File: config.mk
export PLATFORM = sky130hd
export DESIGN_NAME = pip_cell
export DESIGN_NICKNAME = d
export VERILOG_FILES = /design/src/design/pip_pkg.sv /design/src/design/pip_cell.sv
export SDC_FILE = /design/constraint.sdc
export NUM_CORES = 2
export LEC_CHECK = 0
export ABC_AREA = 0
export BUFFER_PORTS_ARGS = -buffer_cell sky130_fd_sc_hd__buf_2
export CAP_MARGIN = 40
export CORE_MARGIN = 4
export CORE_UTILIZATION = 30
export CTS_CLUSTER_DIAMETER = 40
export DETAILED_ROUTE_END_ITERATION = 8
export GPL_TIMING_DRIVEN = 0
export PLACE_DENSITY = 0.44
export SYNTH_ARGS = -nofsm -noshare
export SYNTH_HDL_FRONTEND = slang
export SYNTH_SLANG_ARGS = --single-unit
File: constraint.sdc
create_clock -name clk_i -period 11.7 [get_ports clk_i]
set_clock_uncertainty 0.15 [all_clocks]
set_input_delay 0.585 -clock clk_i [delete_from_list [all_inputs] [get_ports clk_i]]
set_output_delay 0.585 -clock clk_i [all_outputs]
set_load 0.02 [all_outputs]
File: src/design/pip_pkg.sv
// pip_pkg: shared codes and types for the point-in-polygon crossing block.
// No dependencies.
`timescale 1ns / 1ps

package pip_pkg;

  localparam int KIND_W = 2;

  localparam logic [KIND_W-1:0] KIND_CLEAR  = 2'd0;
  localparam logic [KIND_W-1:0] KIND_APPEND = 2'd1;
  localparam logic [KIND_W-1:0] KIND_TEST   = 2'd2;

  // per-cell control, decoded from the vertex count at the top level
  typedef struct packed {
    logic wr_en;
    logic active;
    logic last;
  } pip_cell_ctl_t;

  // control part of the test token travelling down the chain
  typedef struct packed {
    logic valid;
    logic parity;
  } pip_tok_ctl_t;

endpackage

File: src/design/pip_cell.sv
// pip_cell: one vertex register and the edge test from it to the next vertex.
// Two register stages per cell; depends on pip_pkg.
`timescale 1ns / 1ps

module pip_cell #(
  parameter int COORD_BITS = 24
) (
  input  logic                          clk_i,
  input  logic                          rst_ni,
  input  pip_pkg::pip_cell_ctl_t        ctl_i,
  input  logic signed [COORD_BITS-1:0]  wr_x_i,
  input  logic signed [COORD_BITS-1:0]  wr_y_i,
  input  logic signed [COORD_BITS-1:0]  v0_x_i,
  input  logic signed [COORD_BITS-1:0]  v0_y_i,
  input  logic signed [COORD_BITS-1:0]  nxt_x_i,
  input  logic signed [COORD_BITS-1:0]  nxt_y_i,
  input  pip_pkg::pip_tok_ctl_t         tok_i,
  input  logic signed [COORD_BITS-1:0]  px_i,
  input  logic signed [COORD_BITS-1:0]  py_i,
  output pip_pkg::pip_tok_ctl_t         tok_o,
  output logic signed [COORD_BITS-1:0]  px_o,
  output logic signed [COORD_BITS-1:0]  py_o,
  output logic signed [COORD_BITS-1:0]  x_o,
  output logic signed [COORD_BITS-1:0]  y_o
);
  import pip_pkg::*;

  localparam int DW = COORD_BITS + 1;
  localparam int PW = 2 * DW;

  logic signed [COORD_BITS-1:0] x_q, y_q;
  logic signed [COORD_BITS-1:0] xb, yb;
  logic signed [DW-1:0]         dx_p, dy_p, dx_e, dy_e;
  logic signed [PW-1:0]         p1_d, p2_d;
  logic                         cross_d;

  pip_tok_ctl_t                 s1_tok_q, s2_tok_q;
  logic                         s1_cross_q, s1_dypos_q;
  logic signed [PW-1:0]         s1_p1_q, s1_p2_q;
  logic signed [COORD_BITS-1:0] s1_px_q, s1_py_q, s2_px_q, s2_py_q;
  logic                         hit;

  always_ff @(posedge clk_i) begin
    if (ctl_i.wr_en) begin
      x_q <= wr_x_i;
      y_q <= wr_y_i;
    end
  end

  assign xb = ctl_i.last ? v0_x_i : nxt_x_i;
  assign yb = ctl_i.last ? v0_y_i : nxt_y_i;

  assign dx_p = DW'(px_i) - DW'(x_q);
  assign dy_p = DW'(py_i) - DW'(y_q);
  assign dx_e = DW'(xb) - DW'(x_q);
  assign dy_e = DW'(yb) - DW'(y_q);

  assign p1_d = dx_p * dy_e;
  assign p2_d = dy_p * dx_e;

  assign cross_d = ctl_i.active &&
                   (((y_q <= py_i) && (yb > py_i)) || ((y_q > py_i) && (yb <= py_i)));

  always_ff @(posedge clk_i or negedge rst_ni) begin
    if (!rst_ni) begin
      s1_tok_q <= '0;
      s2_tok_q <= '0;
    end else begin
      s1_tok_q        <= tok_i;
      s2_tok_q.valid  <= s1_tok_q.valid;
      s2_tok_q.parity <= s1_tok_q.parity ^ (s1_cross_q & hit);
    end
  end

  always_ff @(posedge clk_i) begin
    s1_cross_q <= cross_d;
    s1_dypos_q <= dy_e > 0;
    s1_p1_q    <= p1_d;
    s1_p2_q    <= p2_d;
    s1_px_q    <= px_i;
    s1_py_q    <= py_i;
    s2_px_q    <= s1_px_q;
    s2_py_q    <= s1_py_q;
  end

  // compare reversed when the edge runs downward
  assign hit = s1_dypos_q ? (s1_p1_q < s1_p2_q) : (s1_p2_q < s1_p1_q);

  assign tok_o = s2_tok_q;
  assign px_o  = s2_px_q;
  assign py_o  = s2_py_q;
  assign x_o   = x_q;
  assign y_o   = y_q;

endmodule

* After elaboration in Yosys (flattened, before gate mapping)
Index checks and enable logic that the tools add are counted.
Word-level totals: register bits 250, input bits 199
Cells by class: add/sub/neg operators 4, multiply operators 2, magnitude comparators 7, muxes and demuxes 3, bitwise logic cells 2, reductions and logical operators 4
Operators by type and width (count):
- < comparator 50 bit | 2
- multiplier 25 x 25 -> 50 bit | 2
- subtractor 24 x 24 -> 25 bit | 4
- > comparator 24 bit | 2
- <= comparator 24 bit | 2
- two-way mux 24 bit | 2
- > comparator 25 x 1 -> 1 bit (second input constant) | 1
- logical AND 1 bit | 3
- bitwise AND 1 bit | 1
- logical OR 1 bit | 1
- two-way mux 1 bit | 1
- bitwise XOR 1 bit | 1

* Depth between registers and ports, before layout
word-level depth 5, gate-level depth with buffers 40

* Least setup slack after synthesis
OpenSTA, ideal clock, no wires.
path type input -> register, start point input port ctl_i[0] in the netlist's numbering, end point register s1_p2_q[46], library setup time 0.072 ns, arrival time 9.953 ns, data required time 11.478 ns, setup slack 1.525 ns, cell stages on the path 39, buffers on the path 3, cells stage by stage clkbuf_1 > buf_1 > mux2i_1 > ha_1 > fa_1 > nand2b_1 > a21boi_0 > o21ai_1 > a2111oi_0 > or2_2 > o22a_1 > a21o_1 > a21oi_1 > xnor2_1 > buf_2 > nand2_1 > fa_1 > inv_1 > [3 not listed] > inv_1 > fa_1 > fa_1 > fa_1 > inv_1 > fa_1 > inv_1 > ha_1 > a21o_1 > a21o_1 > a21oi_1 > o21ai_0 > a22o_1 > or3_4 > o31a_4 > a211o_1 > a21oi_2 > xnor2_1
On the way: longest elaborated chain between the ends 3
Ends and longest elaborated chain:
- start: declaration | line pip_cell.sv:10 | input pip_pkg::pip_cell_ctl_t ctl_i,
- two-way mux 24 bit | line pip_cell.sv:50 | assign xb = ctl_i.last ? v0_x_i : nxt_x_i;
- subtractor 24 x 24 -> 25 bit | line pip_cell.sv:55 | assign dx_e = DW'(xb) - DW'(x_q);
- multiplier 25 x 25 -> 50 bit | line pip_cell.sv:59 | assign p2_d = dy_p * dx_e;
- named net p2_d[46] | line pip_cell.sv:34 | logic signed [PW-1:0] p1_d, p2_d;
- end signal: assignment | line pip_cell.sv:79 | s1_p2_q <= p2_d;
- end: declaration | line pip_cell.sv:39 | logic signed [PW-1:0] s1_p1_q, s1_p2_q;
The timed path passes the listed nets, and every way through them passes these cells. A chain may end at the register's enable or synchronous reset.

* Final worst setup path
start point input port py_i[0], end point register s1_p2_q[49]
On the way: longest elaborated chain between the ends 2
Ends and longest elaborated chain:
- start: declaration | line pip_cell.sv:19 | input logic signed [COORD_BITS-1:0] py_i,
- subtractor 24 x 24 -> 25 bit | line pip_cell.sv:54 | assign dy_p = DW'(py_i) - DW'(y_q);
- multiplier 25 x 25 -> 50 bit | line pip_cell.sv:59
- named net p2_d[49] | line pip_cell.sv:34
The timed path passes the listed nets, and every way through them passes these cells.

==> key figures <==
Routing
  – Initial drt markers: 3091
  – Antenna Nets Post-Route: 0
  – Routed vias: 44333
  – Via density: 4.75
  – Wire per inst: 24.3 µm
  – Detailed Routing Iterations Pass 1: 6
  – Routed wire length: 226000 µm
  – DRC violations left: 0

Placed design
  – Dpl cell area: 0.0641 mm²
  – Pre-CTS WS: -2.02 ns
  – Port Buf Inserts: 295
  – GP Congestion: 0.973
  – Post-DP HPWL: 202000 µm

CTS
  – Max H-tree Level: 2
  – Worst skew pair latency: 0.66 ns
  – Root Driver: clkbuf_16
  – CTS clk-pin slew, worst paths: 0.05 ns
  – CTS tree: yes
  – TritonCTS Buffers: 49
  – Clk buf depth: 3
  – Clk sink count: 250

Floorplanning
  – IO Pins: 297
  – Die area: 0.199 mm²
  – Die W: 446 µm
  – Cell row count: 160
  – Initial Util: 30.2%
  – Core area: 0.191 mm²
  – Die Ht: 446 µm

Critical path
  – WS Path Type: in -> reg
  – CP max stage delay: 0.60 ns
  – Most frequent CP cell: fa_1
  – Critical path peak fanout: 5
  – CP endpoint kind: flip-flop
  – Slowest stage cell on the critical path: fa_1
  – Origin of the critical flop-to-flop path: y_o[0]$_DFFE_PP_
  – Critical path's top delay family: adder cells
  – Setup slack, reg-to-reg: 0.40 ns
  – Crit path depth: 40
  – Buf+Inv Stages, Crit Path: 10
  – Critical path launch point: py_i[0]
  – Worst Setup EP: s1_p2_q[49]$_DFF_P_
  – Crit path required time: 12.13 ns
  – Worst reg2reg path endpoint: s1_p2_q[49]$_DFF_P_
  – Crit path DAT: 11.80 ns
  – Reg2Reg Depth: 37
  – CP Launch Type: primary input

Synth
  – Number of synthesized register bits: 250
  – Synth Cell Area: 0.0576 mm²
  – Syn nets: 8162
  – Synth warn: 0
  – EDFF count, synth: 48
  – Cell count after synthesis: 6190
  – Register area share after synthesis: 9.56%
  – Avg Cell Area, Syn: 9.30 µm²
  – Post-synth ARST share: 1.60%
  – Cell variety after synth: 94
  – Primary FF master, synth: dfxtp_1

STA
  – Hold Vio Cnt, Final: 0
  – Final setup fails: 0
  – Max Slew Vio Count: 0
  – Tmin final: 11.37 ns
  – Final Cycle Share: 97.2%
  – Slew HR: 30.3%
  – Final worst slack: 0.326 ns
  – Least-Margin Pin Slew: 1.04 ns
  – Setup TNS: 0 ns
  – Fmax: 87.9 MHz

Finish
  – Post-route design area: 0.0670 mm²
  – Fill count: 19774
  – Area grow syn2layout: 16.3%
  – Layout cells sized above 1: 11.1%
  – Nets: 8744

Run status
  – Status: finished clean

GRT
  – Vias in the first global route: 48117
  – Initial antenna violation count: 11
  – Largest net degree at the start of global routing: 49
  – Overflow after GRT: 0
  – Gr usage total: 23.2%
  – First-pass GRT wire length: 332000 µm

Hold path
  – Min-delay worst type: in -> reg

Job
  – MaxCap Viol Count: 0
## kinds of logic after synthesis
family                   Yosys count  share of synthesized area, %
adder cells (fa/ha/maj)         1773                          55.7
AND/OR/NAND/NOR                 1697                          12.8
buffers and inverters           1615                          10.6
AO/OA/AOI/OAI                    567                          6.65
flip-flops                       250                          9.56
XOR/XNOR                         233                          3.58
multiplexers                      55                          1.05
## what timing repair did
action                                  in CTS  in global routing
buffers inserted                             4                  5
hold buffers                                88                  0
endpoints found under the setup margin      36                 26
resized for setup                           23                 34
pin swaps                                    0                  3
hold endpoints to repair                    91                  0
## layout make-up
cell class / count / area [µm²] / area share, %
buffer: 196 / 832 / 1.24
clock buffer: 59 / 1320 / 1.96
clock inverter: 31 / 387 / 0.577
antenna: 4 / 10.0 / 0.0149
sequential: 250 / 5510 / 8.22
tap: 2511 / 3140 / 4.69
multi-input combinational: 4325 / 46500 / 69.5
inverter: 1413 / 5310 / 7.92
timing repair buffer: 537 / 3930 / 5.87
## cell usage in the layout (no fill, tap or decap), types with 64 or more instances in the layout
cell type,n
buf_2,327
nor2_1,447
fa_1,1317
inv_1,1410
nand2_1,841
and2_1,65
a21oi_1,154
buf_4,72
ha_1,453
clkbuf_1,149
dfxtp_1,198
nand2b_1,71
xnor2_1,116
xor2_1,64
a21o_1,105
dlygate4sd3_1,88
o21ai_0,81
nor2b_1,79
## layer usage
| metal | vias up | routed length, µm | track usage (%) |
|---|---|---|---|
| met5 | - | 17 | 0 |
| met4 | 2 | 18800 | 15.1 |
| met3 | 337 | 11200 | 2.66 |
| met2 | 1292 | 104000 | 37.3 |
| met1 | 22904 | 92500 | 29.7 |
| li1 | 19798 | - | - |
## worst min-delay path by stage
| stage | start | end | cells after the start |
|---|---|---|---|
| 3_5_place_dp | s1_px_q[0]$_DFF_P_ | px_o[0]$_DFF_P_ | 0 |
| 3_3_place_gp | s1_px_q[21]$_DFF_P_ | px_o[21]$_DFF_P_ | 0 |
| 6_report | px_i[4] | s1_px_q[4]$_DFF_P_ | 1 |
| 2_1_floorplan | rst_ni | s1_tok_q[0]$_DFF_PN0_ | 0 |
| 4_1_cts | px_i[8] | s1_px_q[8]$_DFF_P_ | 1 |
| 5_1_grt | py_i[17] | s1_py_q[17]$_DFF_P_ | 1 |
## worst reg2reg max path, delay by kind of cell, from the launching register on
kind	cells	cell delay, ns
adder cells (fa/ha/maj)	10	4.79
AO/OA/AOI/OAI	12	3.30
AND/OR/NAND/NOR	6	1.20
buffers and inverters	7	0.75
flip-flops	1	0.57
XOR/XNOR	2	0.46
## metrics by stage
step / hold slack [ns] / instances / utilization [%]
2_1_floorplan: 0.139 / 6190 / -
3_3_place_gp: 0.161 / 8996 / 32.6
3_5_place_dp: 0.162 / 9139 / 33.6
4_1_cts: 0.00876 / 9318 / 35.0
5_1_grt: 0.0134 / 9322 / 35.1
6_report: 0.0422 / 9326 / 35.1
## Yosys cell counts (all sizes together), types with 5 or more instances
cell	n	area [µm²]
inv	1412	5300
fa	1320	26400
nand2	841	3160
ha	453	5670
nor2	449	1690
dfxtp	198	3960
clkbuf	162	608
a21oi	161	817
xnor2	152	1350
a21o	105	788
o21ai	93	477
xor2	81	717
nor2b	79	494
nand2b	71	444
and2	65	407
edfxtp	48	1440
mux2	45	507
buf	40	211
o21a	37	278
nand3	35	175
nand4	35	219
nor3	35	175
a211oi	22	185
a31oi	22	163
and3	22	138
or2	21	131
o211ai	16	130
o21bai	15	113
a21boi	12	90.1
mux2i	10	100
or3	9	61.3
a31o	8	70.1
o31ai	8	60.1
a211o	7	61.3
and4	7	61.3
nor4	7	43.8
o31a	7	70.1
a2111oi	6	58.8
nand3b	6	45.0
o2111ai	5	50.0
o41ai	5	58.8
or4	5	37.5
## registers in the layout, summed over array words and instances (netlist names)
register,count
s1_p2_q,50
s1_p1_q,50
py_o,24
s1_py_q,24
s1_tok_q,2
s1_px_q,24
y_o,24
px_o,24
s1_cross_q,1
x_o,24
s1_dypos_q,1
tok_o,2
Power is not shown: default switching activity piles up to over one toggle a cycle in this logic, so the estimate is an artifact.
